## src/hdl/lpmc_pkg.sv

```systemverilog
// Shared types and constants of the linear partition minimum capacity block.
package lpmc_pkg;

  localparam int CAP_W   = 26;
  localparam int LIMIT_W = 11;
  localparam int DATA_W  = 32;
  localparam int ADDR_W  = 3;

  localparam logic [0:0] REG_GROUP_LIMIT = 1'b0;

  typedef struct packed {
    logic load;
    logic init_search;
    logic calc_mid;
    logic step_pass;
    logic eval;
    logic emit;
  } cmd_t;

  typedef struct packed {
    logic range_ok;
    logic pass_done;
    logic out_free;
  } sts_t;

endpackage

```

## src/hdl/lpmc_ctrl.sv

```systemverilog
// Controller state machine sequencing loading, binary search probes and result output.
module lpmc_ctrl (
  input  logic              clk_i,
  input  logic              rst_ni,
  input  logic              in_valid_i,
  input  logic              last_item_i,
  output logic              in_ready_o,
  input  lpmc_pkg::sts_t    sts_i,
  output lpmc_pkg::cmd_t    cmd_o
);

  localparam logic [2:0] ST_IDLE  = 3'd0;
  localparam logic [2:0] ST_INIT  = 3'd1;
  localparam logic [2:0] ST_PROBE = 3'd2;
  localparam logic [2:0] ST_PASS  = 3'd3;
  localparam logic [2:0] ST_EVAL  = 3'd4;
  localparam logic [2:0] ST_DONE  = 3'd5;

  logic [2:0] state_q, state_d;

  always_comb begin
    state_d    = state_q;
    in_ready_o = 1'b0;
    cmd_o      = '0;
    case (state_q)
      ST_IDLE: begin
        in_ready_o = 1'b1;
        cmd_o.load = in_valid_i;
        if (in_valid_i && last_item_i) begin
          state_d = ST_INIT;
        end
      end
      ST_INIT: begin
        cmd_o.init_search = 1'b1;
        state_d           = ST_PROBE;
      end
      ST_PROBE: begin
        if (sts_i.range_ok) begin
          cmd_o.calc_mid = 1'b1;
          state_d        = ST_PASS;
        end else begin
          state_d = ST_DONE;
        end
      end
      ST_PASS: begin
        cmd_o.step_pass = 1'b1;
        if (sts_i.pass_done) begin
          state_d = ST_EVAL;
        end
      end
      ST_EVAL: begin
        cmd_o.eval = 1'b1;
        state_d    = ST_PROBE;
      end
      ST_DONE: begin
        if (sts_i.out_free) begin
          cmd_o.emit = 1'b1;
          state_d    = ST_IDLE;
        end
      end
      default: begin
        state_d = ST_IDLE;
      end
    endcase
  end

  always_ff @(posedge clk_i or negedge rst_ni) begin
    if (!rst_ni) begin
      state_q <= ST_IDLE;
    end else begin
      state_q <= state_d;
    end
  end

endmodule

```

## config.mk

```make
export PLATFORM = sky130hd
export DESIGN_NAME = lpmc_ctrl
export DESIGN_NICKNAME = d
export VERILOG_FILES = /design/src/hdl/lpmc_pkg.sv /design/src/hdl/lpmc_ctrl.sv
export SDC_FILE = /design/constraint.sdc
export NUM_CORES = 1
export LEC_CHECK = 0
export ABC_AREA = 1
export BUFFER_PORTS_ARGS = -buffer_cell sky130_fd_sc_hd__buf_2
export CAP_MARGIN = 30
export CORE_AREA = 10 10 47 49
export DETAILED_ROUTE_END_ITERATION = 12
export DIE_AREA = 0 0 57 59
export SYNTH_ARGS = -nofsm -noshare
export SYNTH_HDL_FRONTEND = slang
export SYNTH_SLANG_ARGS = --single-unit
```

## constraint.sdc

```tcl
create_clock -name clk_i -period 1.1 [get_ports clk_i]
set_input_delay 0.22 -clock clk_i [delete_from_list [all_inputs] [get_ports clk_i]]
set_output_delay 0.22 -clock clk_i [all_outputs]
set_load 0.01 [all_outputs]
```

Word-level counts from Yosys, hierarchy flattened

Index checks and enable logic that the tools add are counted.

Equal/unequal tests: 8
Mux-type cells: 14
Reductions and logical operators: 4

Operators by type and width:

| operator           | count |
|---|---|
| $pmux 3 s5         | 1 |
| $mux 3             | 4 |
| $mux 1             | 9 |
| $eq 3x2->1 const B | 2 |
| $eq 3x3->1 const B | 2 |
| $ne 2x2->1 const B | 3 |
| $eq 3x1->1 const B | 1 |
| $logic_not 3->1    | 1 |
| $reduce_and 3->1   | 1 |
| $reduce_or 2->1    | 1 |
| $logic_and 1x1->1  | 1 |

Bits in registers: 3
Output and inout port bits: 7
Word-level logic and storage cells: 27

Longest topological paths before layout

Gate-level depths: netlist (run 1).

Depth in word-level cells: 3
Gate-level depth with buffers: 6
Depth with buffers taken out: 6

Worst setup path before layout (run 1)

No wires, ideal clock.

Path type: reg2out
Start point: register state_q[2]
End point: output cmd_o[0] in the netlist's numbering
Stages on the path, launching flop included: 3
Arrival: 959 ps
Data required time: 880 ps
Buffers on the path: 0
Path slack: -79 ps
Path through: dfrtp_1 inv_1 nor4_1

RTL lines:

| what                   | RTL line        | source |
|---|---|---|
| from (decl)            | lpmc_ctrl.sv:19 | `logic [2:0] state_q, state_d;` |
| from (signal assigned) | lpmc_ctrl.sv:71 | `state_q <= state_d;` |
| to (decl)              | lpmc_ctrl.sv:9  | `output lpmc_pkg::cmd_t cmd_o` |

==> results of run 1 <==
## cells in the mapped netlist
| library cell | count |
|---|---|
| nor2_2 | 1 |
| nand2_1 | 6 |
| dfrtp_1 | 3 |
| o21ai_1 | 1 |
| nand2_2 | 1 |
| nand3_2 | 1 |
| nor4_1 | 1 |
| nor2_1 | 2 |
| nand4_1 | 2 |
| nor3_2 | 1 |
| nor3_1 | 1 |
| nand3_1 | 5 |
| inv_1 | 7 |
| and3_1 | 1 |
## through the flow
step / area (um^2) / hold WS [ps]
3_5_place_dp: 353 / 19.0
4_1_cts: 438 / 310
3_3_place_gp: 353 / 18.2
2_1_floorplan: 230 / -75.6
6_report: 444 / 306
5_1_grt: 444 / 323
## cell type report
| class | instances | area [um^2] | share of cell area |
|---|---|---|---|
| timing repair buffer | 21 | 141 | 0.318 |
| tap | 16 | 20.0 | 0.0451 |
| clock buffer | 4 | 26.3 | 0.0592 |
| inverter | 7 | 26.3 | 0.0592 |
| multi-input combinational | 23 | 151 | 0.341 |
| sequential | 3 | 78.8 | 0.177 |
## logic make-up (layout without fill, tap and decap cells)
kind of cell	count (synthesis)	after routing	share of synthesized area
flip-flops	3	3	0.335
AO/OA/AOI/OAI	1	1	0.0223
buffers and inverters	7	32	0.117
AND/OR/NAND/NOR	22	22	0.525
## worst max-delay path by stage
stage / from / to / slack (ps)
after floorplan: state_q[2]$_DFFE_PN0P_ / cmd_o[0] / 9
after global placement: state_q[0]$_DFFE_PN0P_ / cmd_o[3] / -50
after detailed placement: state_q[0]$_DFFE_PN0P_ / cmd_o[3] / -40
after CTS: state_q[0]$_DFFE_PN0P_ / cmd_o[3] / -260
after global routing: state_q[0]$_DFFE_PN0P_ / cmd_o[3] / -310
final: state_q[2]$_DFFE_PN0P_ / cmd_o[5] / -240
## layer usage
layer  GRT usage  routed length, um  vias to the layer above
met2      0.0915                433                        7
met3      0.0322                 59                        2
li1            -                  -                      159
met1      0.0394                235                      142
met4      0.0403                 20                        0
met5           0                  0                        -
## power by group through the flow
| stage | clock, mW | combinational (mW) | sequential (mW) |
|---|---|---|---|
| global placement | 0 | 0.581 | 0.230 |
| detailed placement | 0 | 0.588 | 0.230 |
| finish | 0.200 | 0.695 | 0.262 |
| floorplan | 0 | 0.329 | 0.227 |
| CTS | 0.206 | 0.699 | 0.259 |
| global route | 0.216 | 0.781 | 0.272 |
## worst register-to-register path, cell delays in order (launching register included)
cell and delay, ps:
dfrtp_2 440, buf_4 150, nand2_2 70, nor2_4 50, nand2_4 70, nand3_2 70
nand2_1 60, nand2_1 50
## what timing repair did
action | in CTS | in global routing
pin swaps | 1 | 0
buffers inserted | 2 | 0
endpoints found under the hold margin | 3 | 0
hold buffers | 1 | 0
endpoints found under the setup margin | 7 | 10
resized for setup | 13 | 2
==> out/metrics.yaml, run 1 <==
worst_setup_path:
  cp-end-kind: "primary output"
  worst-path-stages: 3
  r2r_slack_ps: 40
  r2r-start: "state_q[0]$_DFFE_PN0P_"
  cp.arrival_ps: 1120
  cp_slowest_cell: "dfrtp_2"
  crit_family: "flip-flops"
  criticalPathCategory: "reg2out"
  path_max_fanout: 6
  slowest_delay_ps: 450
  rr_worst_depth: 7
  cp.buffers_inverters: 1
  worstPathCellList: "nor2_2 -> and3_1 -> buf_2"
  required_ps: 880
  setup.worst_path.start_class: "register"
  reg2reg_to: "state_q[0]$_DFFE_PN0P_"
worst_hold_path:
  hp-class: "in2async"
clock_tree:
  cts.clk_slew.worst_paths_ps: 40
  clk-insertion-delay-late_ps: 240
  clock-sinks: 3
  cts_tree: "built"
  cts_inserted_buffers: 3
  clockBufferDepth: 2
  cts_max_level: 1
  cts-root-buf: "clkbuf_4"
timing:
  timing.fmax_ghz: 0.748
  worst_pin_slew_ps: 167
  setup_viol: 7
  min_period_ps: 1340
  slew-limit-headroom: 0.888
  period_share: 1.22
  slew_viol_final: 0
  skew_ps: 0.265
  setup_tns_ps: -1420
  finalHoldViolCount: 0
  worst_slack_ps: -237
  rsz0062_at_grt: "true"
cells_and_area:
  largest_register_ffs: 3
  reg_top3: "state_q (3)"
  final_core_util: 0.317
  final_common_cell: "buf_2"
  stdcell_count: 74
  drive_above_1_share: 0.655
  most-common-layout-cells: "buf_2 (12), nand3_1 (5), buf_4 (5)"
  area_growth_pct: 98.3
  finalNetCount: 66
  insertedDiodeCount: 0
  regMostFlops: "state_q"
  fillers: 166
synth:
  ys_ff_latch: 3
  synthDistinctLibCells: 14
  syn-cell-area_um2: 224
  yosys.area.top_type: "dfrtp_1"
  ys_top_cells_by_area: "dfrtp_1 (34%), inv_1 (12%), nand3_1 (11%), nand2_1 (10%), nand4_1 (5.6%)"
  avgSynthCellArea_um2: 6.79
  seq_area_frac_synth: 0.335
  yosys_warnings: 0
  synth_top_area_frac: 0.335
  synth_nets: 40
  syn_inst: 33
die:
  core-area_um2: 1400
  dieHeight_um: 59
  initial_core_util: 0.160
  die_x_um: 57
  ios: 14
  dieArea_um2: 3360
  rows: 14
power_and_ir_drop:
  powerDensity_nw_per_um2: 2600
  p_switching_uw: 505
  p_int_uw: 651
  ir_drop_v: 0.000585
  leakage_nw: 0.258
  power_mw: 1.16
  swShare: 0.437
  seq_power_share: 0.226
  p_comb_frac: 0.601
  power.share.clock: 0.173
status:
  outcome: "finished, violations left"
  failed_checks: "setup timing"
global_route:
  grt_pass1_wl_mm: 1.33
  grt-ovfl-total: 0
  grt_pass1_vias: 332
  grt_max_degree: 7
  grt_use_total: 0.0515
  antenna_found_initial: 0
placed_design:
  dp_slack_ps: -39.1
  placed_cells: 67
  gp_congestion: 0.762
  dpl.hpwl_um: 626
  io_buffers: 13
flow_run:
  max-cap-violations: 0
routing:
  avgViaCountPerCell: 4.19
  routed_wl_um: 748
  routedWlPerCell_um: 10.1
  drc: 0
  first_pass_iters: 3
  via_count: 310
  ant_nets: 0
  initialDrtViolationCount: 2
Note: power is estimated with default switching activity, not from simulation.
==> inputs of run 2 (changes only) <==
--- a/config.mk
+++ b/config.mk
@@ -6,11 +6,11 @@
 export NUM_CORES = 1
 export LEC_CHECK = 0
 export ABC_AREA = 1
-export BUFFER_PORTS_ARGS = -buffer_cell sky130_fd_sc_hd__buf_2
 export CAP_MARGIN = 30
 export CORE_AREA = 10 10 47 49
 export DETAILED_ROUTE_END_ITERATION = 12
 export DIE_AREA = 0 0 57 59
+export DONT_BUFFER_PORTS = 1
 export SYNTH_ARGS = -nofsm -noshare
 export SYNTH_HDL_FRONTEND = slang
 export SYNTH_SLANG_ARGS = --single-unit
==> run 2 against run 1 <==
The run still ends with setup timing left. Worst hold slack worse by 81 ps. Register-to-register slack lost 30 ps. Clock power hardly changed. Combinational power increased by 12%. Sequential power fell by 2%. Fmax increased by 2.0%. Design area fell by 5.9%. Setup slack better by 27 ps. Die area unchanged. Clock skew rose by 3.2 ps. First-iteration DRC count rose to 3.5 times the previous value. Critical path type unchanged.
==> out/metrics.yaml, run 2 (synthesis gave the netlist of run 1 again) <==
cells_and_area:
  finalInstanceArea_um2: 418  # -5.9%
  final_core_util: 0.298  # -0.0188
  regMostFlops: "state_q"
  area_growth_pct: 86.6
  stdcell_count: 63  # -15%
  largest_register_ffs: 3  # unchanged
  most-common-layout-cells: "nand2_1 (5), buf_6 (5), inv_2 (4), nand3_1 (4), buf_4 (4)"
  reg_top3: "state_q (3)"
  drive_above_1_share: 0.638  # -0.0169
  fillers: 162  # -2.4%
  insertedDiodeCount: 0  # unchanged
  finalNetCount: 55  # -17%
placed_design:
  gp_congestion: 0.777  # +2.0%
  dpl.hpwl_um: 632  # +0.93%
  place_area_um2: 303  # -14%
  placed_cells: 56  # -16%
  io_buffers: 0  # -13
  dp_slack_ps: -26.4  # +12.7 ps
timing:
  worst_pin_slew_ps: 212  # +44.7 ps
  setup_viol: 7  # unchanged
  slew_viol_final: 0  # unchanged
  rsz0062_at_grt: "true"
  worst_slack_ps: -210  # +26.6 ps
  skew_ps: 3.44  # +3.17 ps
  setup_tns_ps: -1150  # +272 ps
  period_share: 1.19  # -0.0242
  hold_slack_ps: 225  # -81.1 ps
  min_period_ps: 1310  # -26.6 ps
  finalHoldViolCount: 0  # unchanged
  timing.fmax_ghz: 0.763  # +2.0%
  slew-limit-headroom: 0.858  # -0.0293
die:
  ios: 14  # unchanged
  rows: 14  # unchanged
  core-area_um2: 1400  # unchanged
  dieArea_um2: 3360  # unchanged
  initial_core_util: 0.160  # unchanged
  dieHeight_um: 59  # unchanged
  die_x_um: 57  # unchanged
routing:
  ant_nets: 0  # unchanged
  routed_wl_um: 804  # +7.5%
  routedWlPerCell_um: 12.8  # +26%
  initialDrtViolationCount: 7  # +5
  first_pass_iters: 4  # +1
  drc: 0  # unchanged
  via_count: 280  # -9.7%
  avgViaCountPerCell: 4.44  # +6.1%
clock_tree:
  cts_inserted_buffers: 3  # unchanged
  cts.clk_slew.worst_paths_ps: 40  # about the same
  clockBufferDepth: 2  # unchanged
  cts-root-buf: "clkbuf_4"
  cts_max_level: 1  # unchanged
  clk-insertion-delay-late_ps: 240  # about the same
  cts_tree: "built"
  clock-sinks: 3  # unchanged
power_and_ir_drop:
  powerDensity_nw_per_um2: 2940  # +13%
  ir_drop_v: 0.000533  # -8.9%
  leakage_nw: 0.201  # -22%
  power_mw: 1.23  # +6.1%
worst_hold_path:
  hp-class: "in2async"
global_route:
  grt_max_degree: 7  # unchanged
  grt_use_total: 0.0519  # +0.000321
  grt_pass1_vias: 321  # -3.3%
  grt_pass1_wl_mm: 1.33  # unchanged
  grt-ovfl-total: 0  # unchanged
  antenna_found_initial: 0  # unchanged
worst_setup_path:
  cp-end-kind: "primary output"
  path_max_fanout: 5  # -1
  required_ps: 880  # about the same
  setup.worst_path.start_class: "register"
  criticalPathCategory: "reg2out"
  cp.arrival_ps: 1090  # -30 ps
status:
  outcome: "finished, violations left"
  failed_checks: "setup timing"
flow_run:
  max-cap-violations: 0  # unchanged
-- run 2: final timing paths --
check                      slack (ps)  depth (start not counted)                   start                      to
max in group asynchronous         700                          1                  rst_ni  state_q[1]$_DFFE_PN0P_
min                               230                          1                  rst_ni  state_q[0]$_DFFE_PN0P_
max reg2reg                        10                          4  state_q[1]$_DFFE_PN0P_  state_q[0]$_DFFE_PN0P_
min reg2reg                       640                          3  state_q[0]$_DFFE_PN0P_  state_q[0]$_DFFE_PN0P_
max                              -210                          2  state_q[1]$_DFFE_PN0P_                cmd_o[0]
min in group clk_i                230                          3                sts_i[2]  state_q[2]$_DFFE_PN0P_
-- run 2: report_power, final --
part	switching [mW]	internal, mW	total [mW]
registers	0.0835	0.172	0.256
clock network	0.0606	0.136	0.197
logic	0.405	0.369	0.775
-- run 2: per-layer routing --
metal  wire length [um]  global-route usage  part of all wire
met5                  0                   0                 0
met4                  0              0.0503                 0
met3                 48              0.0236             0.060
met2                475              0.0930              0.59
met1                279              0.0404              0.35
-- run 2: worst max-delay path, stage by stage (launching register included) --
cell	delay, ps
dfrtp_2	440
nor4_2	270
buf_4	160
-- run 2: what timing repair did --
item,CTS,global route
hold buffers,1,0
pin swaps,4,2
endpoints found under the hold margin,3,0
gates resized for setup,17,5
setup buffers,2,0
endpoints found under the setup margin,7,10
-- run 2: layout make-up --
class	count	area, um^2	share of cell area
tap	16	20.0	0.0479
inverter	7	28.8	0.0689
clock buffer	4	26.3	0.0629
multi-input combinational	23	168	0.401
timing repair buffer	10	96.3	0.231
sequential	3	78.8	0.189
